--- src/hw/rtl/bpm_pkg.sv ---
// Package: shared types, constants and register indexes for the burst position block.
package bpm_pkg;

  localparam int unsigned BASELINE_LEN_DEF = 50;
  localparam int unsigned WINDOW_LEN_DEF   = 250;

  localparam int unsigned SMP_W   = 16;
  localparam int unsigned GAIN_W  = 16;
  localparam int unsigned SCALE_W = 25;
  localparam int unsigned OFF_W   = 25;
  localparam int unsigned CFG_W   = 25;
  localparam int unsigned ADDR_W  = 3;
  localparam int unsigned CNT_W   = 16;
  localparam int unsigned MAG_W   = 24;
  localparam int unsigned TOT_W   = 26;
  localparam int unsigned POS_W   = 32;
  localparam int unsigned DIV_N_W = 51;
  localparam int unsigned DIV_D_W = 26;

  localparam logic [GAIN_W-1:0]  GAIN_UNITY = 16'd32767;
  localparam logic [CNT_W-1:0]   COUNT_MAX  = 16'hFFFF;
  localparam logic [ADDR_W-1:0] REG_GAIN_A   = 3'd0;
  localparam logic [ADDR_W-1:0] REG_GAIN_B   = 3'd1;
  localparam logic [ADDR_W-1:0] REG_GAIN_C   = 3'd2;
  localparam logic [ADDR_W-1:0] REG_GAIN_D   = 3'd3;
  localparam logic [ADDR_W-1:0] REG_SCALE_X  = 3'd4;
  localparam logic [ADDR_W-1:0] REG_SCALE_Y  = 3'd5;
  localparam logic [ADDR_W-1:0] REG_OFFSET_X = 3'd6;
  localparam logic [ADDR_W-1:0] REG_OFFSET_Y = 3'd7;

  typedef struct packed {
    logic signed [SMP_W-1:0] sample_a;
    logic signed [SMP_W-1:0] sample_b;
    logic signed [SMP_W-1:0] sample_c;
    logic signed [SMP_W-1:0] sample_d;
    logic                    last_sample;
  } in_t;

  typedef struct packed {
    logic [MAG_W-1:0]        mag_a;
    logic [MAG_W-1:0]        mag_b;
    logic [MAG_W-1:0]        mag_c;
    logic [MAG_W-1:0]        mag_d;
    logic [TOT_W-1:0]        mag_total;
    logic signed [POS_W-1:0] x_pos_nm;
    logic signed [POS_W-1:0] y_pos_nm;
    logic                    short_burst;
  } out_t;

  typedef struct packed {
    logic       load_in;
    logic       mul_en;
    logic       scl_en;
    logic       acc_en;
    logic       div_start;
    logic       mag_mul;
    logic [1:0] chan;
    logic       pos_y;
    logic       mag_store;
    logic       pos_prod;
    logic       pos_store;
    logic       emit;
  } cmd_t;

  typedef struct packed {
    logic div_done;
    logic last;
  } sts_t;

endpackage

--- src/hw/rtl/bpm_ctrl.sv ---
// Controller: sequences each sample and the end-of-burst result computation.
module bpm_ctrl (
  input  logic          clk_i,
  input  logic          rst_ni,
  input  logic          in_valid_i,
  output logic          in_ready_o,
  output logic          out_valid_o,
  input  logic          out_ready_i,
  input  bpm_pkg::sts_t sts_i,
  output bpm_pkg::cmd_t cmd_o
);

  localparam logic [3:0] S_IDLE   = 4'd0;
  localparam logic [3:0] S_MUL    = 4'd1;
  localparam logic [3:0] S_SCL    = 4'd2;
  localparam logic [3:0] S_ACC    = 4'd3;
  localparam logic [3:0] S_MSTART = 4'd4;
  localparam logic [3:0] S_MWAIT  = 4'd5;
  localparam logic [3:0] S_PPROD  = 4'd6;
  localparam logic [3:0] S_PSTART = 4'd7;
  localparam logic [3:0] S_PWAIT  = 4'd8;
  localparam logic [3:0] S_EMIT   = 4'd9;

  logic [3:0] state_q, state_d;
  logic [1:0] chan_q, chan_d;
  logic       posy_q, posy_d;
  logic       ovalid_q, ovalid_d;

  always_comb begin
    state_d        = state_q;
    chan_d         = chan_q;
    posy_d         = posy_q;
    cmd_o          = '0;
    cmd_o.chan     = chan_q;
    cmd_o.pos_y    = posy_q;
    in_ready_o     = 1'b0;
    unique case (state_q)
      S_IDLE: begin
        in_ready_o    = 1'b1;
        cmd_o.load_in = in_valid_i;
        if (in_valid_i) state_d = S_MUL;
      end
      S_MUL: begin
        cmd_o.mul_en = 1'b1;
        state_d      = S_SCL;
      end
      S_SCL: begin
        cmd_o.scl_en = 1'b1;
        state_d      = S_ACC;
      end
      S_ACC: begin
        cmd_o.acc_en = 1'b1;
        chan_d       = '0;
        state_d      = sts_i.last ? S_MSTART : S_IDLE;
      end
      S_MSTART: begin
        cmd_o.mag_mul = 1'b1;
        state_d       = S_MWAIT;
      end
      S_MWAIT: begin
        cmd_o.mag_store = 1'b1;
        if (chan_q == 2'd3) begin
          posy_d  = 1'b0;
          state_d = S_PPROD;
        end else begin
          chan_d  = chan_q + 2'd1;
          state_d = S_MSTART;
        end
      end
      S_PPROD: begin
        cmd_o.pos_prod = 1'b1;
        state_d        = S_PSTART;
      end
      S_PSTART: begin
        cmd_o.div_start = 1'b1;
        state_d         = S_PWAIT;
      end
      S_PWAIT: begin
        if (sts_i.div_done) begin
          cmd_o.pos_store = 1'b1;
          if (posy_q) begin
            state_d = S_EMIT;
          end else begin
            posy_d  = 1'b1;
            state_d = S_PPROD;
          end
        end
      end
      S_EMIT: begin
        if (!ovalid_q || out_ready_i) begin
          cmd_o.emit = 1'b1;
          state_d    = S_IDLE;
        end
      end
      default: state_d = S_IDLE;
    endcase
  end

  assign ovalid_d = cmd_o.emit ? 1'b1 : (out_ready_i ? 1'b0 : ovalid_q);

  always_ff @(posedge clk_i or negedge rst_ni) begin
    if (!rst_ni) begin
      state_q  <= S_IDLE;
      chan_q   <= '0;
      posy_q   <= 1'b0;
      ovalid_q <= 1'b0;
    end else begin
      state_q  <= state_d;
      chan_q   <= chan_d;
      posy_q   <= posy_d;
      ovalid_q <= ovalid_d;
    end
  end

  assign out_valid_o = ovalid_q;

  a_emit_room: assert property (@(posedge clk_i) disable iff (!rst_ni)
    cmd_o.emit |-> (!ovalid_q || out_ready_i))
    else $error("result loaded over an untaken beat");

  a_accept_seq: assert property (@(posedge clk_i) disable iff (!rst_ni)
    (in_valid_i && in_ready_o) |=> (state_q == S_MUL))
    else $error("accepted beat not sequenced");

  a_done_wait: assert property (@(posedge clk_i) disable iff (!rst_ni)
    sts_i.div_done |-> (state_q == S_PWAIT))
    else $error("divider finished outside a wait state");

endmodule

--- config.mk ---
export PLATFORM = sky130hd
export DESIGN_NAME = bpm_ctrl
export DESIGN_NICKNAME = d
export VERILOG_FILES = /design/src/hw/rtl/bpm_pkg.sv /design/src/hw/rtl/bpm_ctrl.sv
export SDC_FILE = /design/constraint.sdc
export NUM_CORES = 1
export LEC_CHECK = 0
export BUFFER_PORTS_ARGS = -buffer_cell sky130_fd_sc_hd__buf_2
export CAP_MARGIN = 20
export CORE_AREA = 3 3 42 44
export CTS_CLUSTER_DIAMETER = 50
export DETAILED_ROUTE_END_ITERATION = 12
export DIE_AREA = 0 0 45 47
export PLACE_DENSITY = 0.75
export SLEW_MARGIN = 40
export SYNTH_ARGS = -nofsm -noshare
export SYNTH_HDL_FRONTEND = slang
export SYNTH_SLANG_ARGS = --single-unit
--- constraint.sdc ---
create_clock -name clk_i -period 1.2 [get_ports clk_i]
set_clock_uncertainty 0.1 [all_clocks]
set_input_delay 0.18 -clock clk_i [delete_from_list [all_inputs] [get_ports clk_i]]
set_output_delay 0.18 -clock clk_i [all_outputs]
set_load 0.1 [all_outputs]
==> run_results.csv, run 1 <==
group,metric,value,unit
synth,synth_top_family_by_area,"simple AND/OR/NAND/NOR gates",
placement,port_buffers,20,
clock_network,clock_sinks,8,
global_routing,grt_max_degree,9,
synth,ys_ff_latch,8,
floorplan,row_count,14,
clock_network,cts_buffers,3,
floorplan,initial_utilization,40.4,%
synth,synth_area_leaders,"dfrtp_1 34%, nand2b_1 7.4%, buf_4 5.1%",
timing,grt-worst-endpoint,"cmd_o[12]",
synth,synth_xor_area_share,0,%
synth,synth_edf_count,0,
synth,synthTopCellsByCount,"8 x dfrtp_1, 8 x nand2_1, 7 x nand2b_1, 7 x nor2_1, 4 x buf_4",
synth,synthesis.area,594,um^2
synth,yosys.cell_types.count,31,
status,tool.error,"[ERROR DPL-0038] Utilization greater than 100%, impossible to legalize",
clock_network,root_buffer,"clkbuf_4",
synth,synth-simple-area-share,41.1,%
floorplan,fp.dieH,47,um
placement,gp_congestion,0.839,
synth,yosysTopAreaCell,"dfrtp_1",
synth,ys_seq_area_share,33.7,%
synth,ys.flop_type,"dfrtp_1",
synth,yosysWarnings,0,
floorplan,io_pins,21,
synth,synth_mux_area_share,3.37,%
synth,yosys.area.top_type_share,33.7,%
placement,hpwl,1640,um
floorplan,die-width,45,um
status,lastStage,"global routing (5_1_grt)",
status,status,"aborted with a tool error",
synth,synth_fa_ha_area_share,2.11,%
placement,placed_cell_area,1200,um^2
synth,synth_nets,78,
synth,syn_avg_cell_area,8.37,um^2
synth,syn_inst,71,
clock_network,cts_max_level,1,
clock_network,clock_path_buffers,2,
timing,worst-ep-kind,"output port",
synth,synth_compound_gate_area_share,10.1,%
synth,async_flop_share,100,%
## cell families after synthesis
| family | after synthesis |
|---|---|
| buffers and inverters | 9 |
| flip-flops | 8 |
| AO/OA/AOI/OAI | 9 |
| adder cells (fa/ha/maj) | 1 |
| multiplexers | 2 |
| AND/OR/NAND/NOR | 42 |
## metrics by stage
| step | std cells | util, % | worst slack [ns] |
|---|---|---|---|
| after floorplan | 71 | - | -1.23 |
| after global placement | 123 | 81.6 | -0.303 |
| after detailed placement | 123 | 81.6 | -0.396 |
| after CTS | 141 | 96.7 | -0.543 |
## what timing repair did
item                       CTS
gates cloned                 0
hold buffers                 1
pin swaps                   11
resized for setup           27
buffers inserted            13
hold endpoints to repair     8
setup endpoints to repair   23
==> run 2: changes to the inputs <==
--- a/config.mk
+++ b/config.mk
@@ -7,11 +7,10 @@
 export LEC_CHECK = 0
 export BUFFER_PORTS_ARGS = -buffer_cell sky130_fd_sc_hd__buf_2
 export CAP_MARGIN = 20
-export CORE_AREA = 3 3 42 44
-export CTS_CLUSTER_DIAMETER = 50
+export CORE_AREA = 3 3 64 66
 export DETAILED_ROUTE_END_ITERATION = 12
-export DIE_AREA = 0 0 45 47
-export PLACE_DENSITY = 0.75
+export DIE_AREA = 0 0 67 69
+export PLACE_DENSITY_LB_ADDON = 0.15
 export SLEW_MARGIN = 40
 export SYNTH_ARGS = -nofsm -noshare
 export SYNTH_HDL_FRONTEND = slang
==> constraint.sdc (replaced) <==
create_clock -name clk_i -period 1.56 [get_ports clk_i]
set_clock_uncertainty 0.1 [all_clocks]
set_input_delay 0.234 -clock clk_i [delete_from_list [all_inputs] [get_ports clk_i]]
set_output_delay 0.234 -clock clk_i [all_outputs]
set_load 0.1 [all_outputs]
==> run 2 against run 1 <==
The flow now finishes, with violations (setup timing). Area after synthesis did not move. Synthesized cell count did not move.
==> run_results.csv, run 2 <==
group,metric,value,unit
status,status,"finished, violations left",
status,violations,"setup timing",
synth,ys_ff_latch,8,
floorplan,die-width,67,um
synth,yosys.area.top_type_share,33.7,%
timing,period_minus_slack,1.78,ns
routing,viasPerCell,4.01,
synth,synth_area_leaders,"dfrtp_1 34%, nand2b_1 7.4%, buf_4 5.1%",
timing,rsz0062_at_grt,"yes",
global_routing,gr-total-overflow,0,
clock_network,clk_latency,0.23,ns
synth,yosysWarnings,0,
synth,syn_avg_cell_area,8.37,um^2
finish,nets,131,
placement,port_buffers,20,
floorplan,io_pins,21,
finish,layout_common_cells,"22 x buf_4, 12 x buf_12, 10 x buf_6, 9 x buf_2, 6 x nand2_1",
routing,ant_nets,0,
finish,top_regs,"state_q: 4 flops, chan_q: 2 flops",
setup_path,cp_data_arrival_time,1.45,ns
setup_path,critPathKind,"reg -> out",
placement,post-place-ws,0.0117,ns
finish,area_growth_syn_to_layout,133,%
placement,gp_congestion,0.815,
synth,synth_nets,78,
routing,route.detailed.drc,0,
placement,hpwl,1340,um
global_routing,grt_pass1_vias,724,
routing,routed_wl,1840,um
routing,drt_iter0_markers,21,
timing,worst-slew-pin-transition,0.488,ns
finish,layout_commonest_cell,"buf_4",
clock_network,clock_path_buffers,2,
synth,yosys.cell_types.count,31,
setup_path,cp-start-kind,"flip-flop",
synth,ys_seq_area_share,33.7,%
routing,routedWlPerCell,10.8,um
floorplan,core,3630,um^2
global_routing,grt_pass1_wl,3150,um
clock_network,clock_sinks,8,
clock_network,root_buffer,"clkbuf_8",
timing,fmaxAchievable,562,MHz
clock_network,cts_buffers,3,
worst_hold_path,hold_path_depth,3,
finish,seq_area,214,um^2
routing,via_count,685,
synth,synthesis.area,594,um^2
global_routing,grt_max_degree,9,
finish,drive_gt1_share,70.7,%
global_routing,grt.total_usage,8.60,%
flow_run,maxCapViolations,0,
synth,synthTopCellsByCount,"8 x dfrtp_1, 8 x nand2_1, 7 x nand2b_1, 7 x nor2_1, 4 x buf_4",
floorplan,row_count,22,
setup_path,endpoint_kind,"output port",
floorplan,initial_utilization,16.4,%
timing,max_slew_margin,67.7,%
floorplan,fp.dieH,69,um
clock_network,cts_tree,"yes",
synth,async_flop_share,100,%
clock_network,path_clk_slew,0.04,ns
timing,setup_slack,-0.220,ns
finish,multi_input_area,480,um^2
finish,regMostFlops,"state_q",
setup_path,critPathMaxFanout,4,
timing,setup_viol,13,
floorplan,die-area,4620,um^2
synth,yosysTopAreaCell,"dfrtp_1",
finish,fillers,378,
worst_hold_path,min_path_type,"in -> reg",
clock_network,cts_max_level,1,
finish,diodes,0,
finish,largest_reg_flops,4,
timing,drv_slew,0,
timing,timing.final.hold_violations,0,
timing,setup_tns,-1.51,ns
setup_path,reg2reg_depth,6,
synth,syn_inst,71,
routing,drtPass1Iterations,4,
synth,ys.flop_type,"dfrtp_1",
timing,timing.final.crit_share,114,%
synth,synth_edf_count,0,
global_routing,antenna_found_initial,0,
setup_path,required,1.23,ns
setup_path,rrSetupSlack,-0.09,ns
## run 2: path summary, 6_finish.rpt
check	to	start
worst min-delay path	out_valid_o	out_ready_i
min in group asynchronous	chan_q[1]	rst_ni
worst max register to register	state_q[1]	state_q[0]
worst max-delay path	cmd_o[9]	state_q[0]
max in group asynchronous	chan_q[0]	rst_ni
worst min register to register	chan_q[0]	chan_q[0]
## run 2: layout make-up
class	count	area share, %
Timing Repair Buffer	54	41.3
Tap cell	48	4.33
Inverter	3	1.08
Multi-Input combinational cell	54	34.6
Sequential cell	8	15.4
Clock buffer	4	3.25
## run 2: what timing repair did
item / 4_1_cts / 5_1_grt
endpoints found under the setup margin: 11 / 16
setup buffers: 15 / 7
hold endpoints to repair: 8 / 0
pin swaps: 10 / 12
hold buffers: 1 / 0
resized for setup: 19 / 11
## run 2: metrics by stage
step / hold slack, ns / util [%] / std cells / instance area, um^2
final: 0.241 / 38.2 / 171 / 1390
after global routing: 0.270 / 38.2 / 171 / 1390
after detailed placement: -0.00339 / 29.4 / 146 / 1070
after CTS: 0.239 / 36.2 / 166 / 1320
after global placement: -0.00144 / 29.4 / 146 / 1070
after floorplan: -0.162 / - / 71 / 698
## run 2: kinds of logic (layout without fill, tap and decap cells)
logic type / Yosys count / in the layout / share of synthesized area [%]
buffers and inverters: 9 / 61 / 9.68
muxes: 2 / 2 / 3.37
adders and majority gates: 1 / 1 / 2.10
and+or+nand+nor: 42 / 42 / 41.1
AOI/OAI and AO/OA: 9 / 9 / 10.1
DFF: 8 / 8 / 33.7
## run 2: worst max-delay path, cell delays in order, from the launching register on
cell	delay (ns)
dfrtp_2	0.40
buf_6	0.11
nand2_2	0.04
or3_4	0.39
clkinvlp_4	0.10
buf_12	0.16
## run 2: layer usage
layer  wire (um)  vias to the layer above  part of all wire (%)  global-route usage (%)
met5           0                        -                     0                       0
met4          44                        0                   2.4                    6.08
met3          79                        6                   4.3                    1.14
met2         906                       16                    49                    12.8
met1         812                      316                    44                    11.2
li1            -                      347                     -                       -
Power of run 2 is not shown: default switching activity piles up to over one toggle a cycle in this logic, so the estimate is an artifact.
==> run 3: changes to the inputs <==
==> constraint.sdc (replaced) <==
create_clock -name clk_i -period 1.56 [get_ports clk_i]
set_clock_uncertainty 0.1 [all_clocks]
set_input_delay 0.312 -clock clk_i [delete_from_list [all_inputs] [get_ports clk_i]]
set_output_delay 0.312 -clock clk_i [all_outputs]
set_load 0.1 [all_outputs]
==> run 3 against run 2 <==
The run still ends with setup timing left. Non-clock buffer count grew 3. Sequential share of layout area is 1.2 points lower. First-iteration DRC count is 24% higher. Routed wire length increased by 6.6%. Worst setup slack got worse by 0.088 ns. Sequential cell count did not move. Via count grew 3.2%. Maximum frequency decreased by 4.7%. Global-route usage is 0.56 points higher. Core utilization increased by 3.2 points. Critical path depth shrank 1. Final cell count increased by 1.8%. Critical endpoint is now cmd_o[12]. Highest routed layer unchanged.
==> run_results.csv, run 3 (same netlist as run 2, synthesis figures left out) <==
group,metric,value,unit
status,status,"finished, violations left",
status,violations,"setup timing",
routing,drt_iter0_markers,26,
worst_hold_path,min_path_type,"in -> reg",
clock_network,clock_sinks,8,
routing,ant_nets,0,
timing,timing.final.hold_violations,0,
floorplan,core,3630,um^2
finish,fillers,369,
routing,routed_wl,1970,um
routing,highest_layer,"met4",
setup_path,cpMaxStageDelayCell,"dfrtp_1",
clock_network,clock_path_buffers,2,
clock_network,clk_latency,0.23,ns
finish,layout_common_cells,"22 x buf_4, 18 x buf_12, 10 x buf_6, 7 x nand2_1",
routing,drtPass1Iterations,4,
floorplan,initial_utilization,16.4,%
finish,regMostFlops,"state_q",
clock_network,cts_buffers,3,
finish,drive_gt1_share,69.8,%
routing,wl_met3,85,um
finish,multi_input_area,482,um^2
floorplan,io_pins,21,
placement,hpwl,1510,um
clock_network,cts_max_level,1,
routing,viasPerCell,4.06,
placement,gp_congestion,0.771,
finish,largest_reg_flops,4,
finish,layout_commonest_cell,"buf_4",
global_routing,grt.total_usage,9.17,%
timing,period_minus_slack,1.87,ns
timing,timing.final.crit_share,120,%
global_routing,grt_max_degree,9,
setup_path,cp-start-kind,"flip-flop",
clock_network,root_buffer,"clkbuf_8",
routing,drt-met1-wl,880,um
global_routing,grt_pass1_vias,744,
finish,top_regs,"state_q: 4 flops, chan_q: 2 flops",
timing,worst-slew-pin-transition,0.281,ns
setup_path,critPathMaxFanout,6,
global_routing,antenna_found_initial,0,
finish,area_growth_syn_to_layout,153,%
floorplan,die-area,4620,um^2
clock_network,cts_tree,"yes",
routing,routedWlPerCell,11.3,um
routing,via_count,707,
timing,setup_viol,13,
timing,fmaxAchievable,535,MHz
timing,rsz0062_at_grt,"yes",
flow_run,maxCapViolations,0,
timing,max_slew_margin,81.3,%
timing,setup_tns,-2.82,ns
setup_path,required,1.15,ns
floorplan,row_count,22,
floorplan,fp.dieH,69,um
placement,post-place-ws,-0.0907,ns
timing,setup_slack,-0.308,ns
routing,route.detailed.drc,0,
routing,route.met2.wl,968,um
global_routing,gr-total-overflow,0,
setup_path,critical_path.max_stage_delay,0.43,ns
setup_path,cp_data_arrival_time,1.46,ns
placement,port_buffers,20,
setup_path,critPathKind,"reg -> out",
finish,final_util,41.4,%
timing,drv_slew,0,
setup_path,endpoint_kind,"output port",
setup_path,crit_chain,"buf_6 -> nor4_4 -> and2_4 -> buf_12",
finish,nets,134,
placement,placed_cell_area,1270,um^2
floorplan,die-width,67,um
finish,diodes,0,
global_routing,grt_pass1_wl,3310,um
finish,design_area,1500,um^2
clock_network,path_clk_slew,0.04,ns
finish,seq_area,214,um^2
run 3: cell types whose count changed in the layout (fill, tap and decap cells not counted), moves of 2 or more:
cell	previous run	this run
dfrtp_2	5	2
dfrtp_1	1	3
buf_12	12	18
buf_2	9	5
run 3: final cells by class:
class	instances	area share, %
Inverter	3	0.998
Sequential cell	8	14.2
Clock buffer	4	3.00
Multi-Input combinational cell	54	32.0
Timing Repair Buffer	57	45.8
Tap cell	48	3.99
run 3: final timing paths:
check / cells after the start / from / to / slack (ns)
setup / recovery: 4 / state_q[1] / cmd_o[12] / -0.31
hold / removal: 3 / out_ready_i / out_valid_o / 0.30
setup reg to reg: 6 / state_q[0] / state_q[1] / -0.07
hold reg to reg: 2 / chan_q[0] / chan_q[0] / 0.55
max in group asynchronous: 2 / rst_ni / out_valid_o / 0.81
min in group asynchronous: 2 / rst_ni / chan_q[0] / 0.36
run 3: critical path: cells and delay by family, from the launching register on:
kind,cells,cell delay (ns)
and+or+nand+nor,2,0.48
DFF,1,0.43
buffers and inverters,2,0.32
run 3: stage by stage:
stage / hold WS, ns / cells
finish: 0.298 / 174
global route: 0.318 / 174
CTS: 0.296 / 173
detailed placement: 0.0696 / 158
global placement: 0.0666 / 158
floorplan: -0.0836 / 71
run 3: repair_timing:
action,in CTS,in global routing
endpoints found under the setup margin,13,15
endpoints found under the hold margin,8,0
buffers inserted,10,3
pin swaps,11,5
resized for setup,20,7
hold buffers,1,0
run 3: per-layer routing:
layer / track usage [%] / up-vias
li1: - / 352
met1: 12.5 / 334
met2: 14.0 / 17
met3: 0.977 / 4
met4: 4.73 / 0
met5: 0 / -
Power of run 3 is left out for the same reason.
==> run 4: changes to the inputs <==
--- a/config.mk
+++ b/config.mk
@@ -5,11 +5,13 @@
 export SDC_FILE = /design/constraint.sdc
 export NUM_CORES = 1
 export LEC_CHECK = 0
-export BUFFER_PORTS_ARGS = -buffer_cell sky130_fd_sc_hd__buf_2
 export CAP_MARGIN = 20
+export CELL_PAD_IN_SITES_DETAIL_PLACEMENT = 1
+export CELL_PAD_IN_SITES_GLOBAL_PLACEMENT = 1
 export CORE_AREA = 3 3 64 66
 export DETAILED_ROUTE_END_ITERATION = 12
 export DIE_AREA = 0 0 67 69
+export DONT_BUFFER_PORTS = 1
 export PLACE_DENSITY_LB_ADDON = 0.15
 export SLEW_MARGIN = 40
 export SYNTH_ARGS = -nofsm -noshare
==> run 4 against run 3 <==
The run still ends with setup timing left. Count of clock-buffer cells in the layout stayed put. Register-to-register slack barely moved. Worst setup slack better by 0.068 ns. Global-route usage up 0.61 points. Final cell count down 6.9%. Non-clock buffer count decreased by 12. Design area fell by 14%. Hold slack lost 0.11 ns. Routed wire length is 7.6% higher. Via count down 6.8%. Largest cell class unchanged.
==> run_results.csv, run 4 (same netlist as run 2, synthesis figures left out) <==
group,metric,value,unit
floorplan,row_count,22,
global_routing,antenna_found_initial,0,
floorplan,die-area,4620,um^2
placement,port_buffers,0,
clock_network,cts_tree,"yes",
setup_path,critPathMaxFanout,3,
timing,setup_viol,14,
global_routing,grt_pass1_vias,721,
placement,dp.cells,144,
setup_path,cp-start-kind,"flip-flop",
setup_path,cpMaxStageDelayCell,"dfrtp_1",
timing,whs,0.184,ns
timing,period_minus_slack,1.80,ns
flow_run,maxCapViolations,0,
status,status,"finished, violations left",
floorplan,fp.dieH,69,um
routing,routed_wl,2110,um
timing,fmaxAchievable,556,MHz
finish,fillers,421,
timing,max_slew_margin,72.8,%
finish,top_regs,"state_q: 4 flops, chan_q: 2 flops",
worst_hold_path,min_path_type,"in -> reg",
clock_network,root_buffer,"clkbuf_8",
routing,routedWlPerCell,13.0,um
global_routing,grt_pass1_wl,3520,um
finish,diodes,0,
setup_path,critPathKind,"reg -> out",
setup_path,r2r_start,"state_q[1]",
finish,layout_common_cells,"29 x buf_4, 10 x buf_12, 7 x nand2_1",
setup_path,rrSetupSlack,-0.06,ns
clock_network,clock_path_buffers,2,
clock_network,cts_buffers,3,
timing,drv_slew,0,
routing,via_count,659,
timing,rsz0062_at_grt,"yes",
timing,timing.final.hold_violations,0,
setup_path,critical_path.max_stage_delay,0.40,ns
status,violations,"setup timing",
timing,setup_slack,-0.240,ns
routing,ant_nets,0,
clock_network,clk_latency,0.23,ns
clock_network,path_clk_slew,0.04,ns
setup_path,cp_data_arrival_time,1.39,ns
finish,drive_gt1_share,65.8,%
finish,area_growth_syn_to_layout,118,%
clock_network,clock_sinks,8,
finish,largest_reg_flops,4,
timing,setup_tns,-2.00,ns
floorplan,io_pins,21,
timing,worst-slew-pin-transition,0.407,ns
worst_hold_path,hp-start,"out_ready_i",
setup_path,critPathLaunch,"state_q[1]",
floorplan,die-width,67,um
timing,timing.final.crit_share,115,%
placement,hpwl,1530,um
finish,nets,122,
routing,drtPass1Iterations,4,
placement,gp_congestion,0.712,
routing,viasPerCell,4.07,
finish,regMostFlops,"state_q",
placement,post-place-ws,-0.0640,ns
global_routing,gr-total-overflow,0,
setup_path,endpoint_kind,"output port",
floorplan,initial_utilization,16.4,%
setup_path,required,1.15,ns
routing,route.detailed.drc,0,
clock_network,cts_max_level,1,
finish,layout_commonest_cell,"buf_4",
setup_path,crit_chain,"buf_6 -> nor4_4 -> and2_4 -> buf_12",
finish,instances_no_fill,162,
floorplan,core,3630,um^2
global_routing,grt_max_degree,9,
routing,drt_iter0_markers,12,
global_routing,grt.total_usage,9.78,%
[run 4: changes by cell type in the layout (fill, tap and decap cells not counted), sizes merged]
cell,delta
buf,-12
[run 4: what timing repair did]
action,in CTS,in global routing
setup endpoints to repair,13,14
gates resized for setup,13,6
buffers inserted,9,6
hold buffers,1,0
endpoints found under the hold margin,8,0
gates cloned,0,0
pin swaps,6,7
[run 4: area by class of cell]
type,instances,area [um^2],area share [%]
Multi-Input combinational cell,54,477,36.8
Tap cell,48,60.1,4.63
Clock buffer,4,45.0,3.47
Sequential cell,8,215,16.6
Inverter,3,15.0,1.16
Timing Repair Buffer,45,484,37.4
[run 4: critical path: cells and delay by family (launching register included)]
kind                   cells  cell delay (ns)
AND/OR/NAND/NOR            2             0.45
flip-flops                 1             0.40
buffers and inverters      2             0.30
[run 4: per-stage QoR]
step / area, um^2 / utilization (%)
5_1_grt: 1300 / 35.7
3_3_place_gp: 1080 / 29.7
4_1_cts: 1240 / 34.1
2_1_floorplan: 716 / -
6_report: 1300 / 35.7
3_5_place_dp: 1080 / 29.7
[run 4: path summary, 6_finish.rpt]
kind	to	cells past startpoint
min in group asynchronous	chan_q[0]	1
max in group asynchronous	out_valid_o	1
worst min register to register	state_q[0]	2
worst min-delay path	out_valid_o	2
worst max-delay path	cmd_o[12]	4
worst max register to register	state_q[1]	6
[run 4: per-layer routing]
layer	vias to the layer above	track usage (%)	routed length, um
li1	324	-	-
met1	317	12.3	844
met2	18	16.6	1130
met3	0	3.42	140
met4	0	0.676	0
met5	-	0	0
Power of run 4 is left out for the same reason.
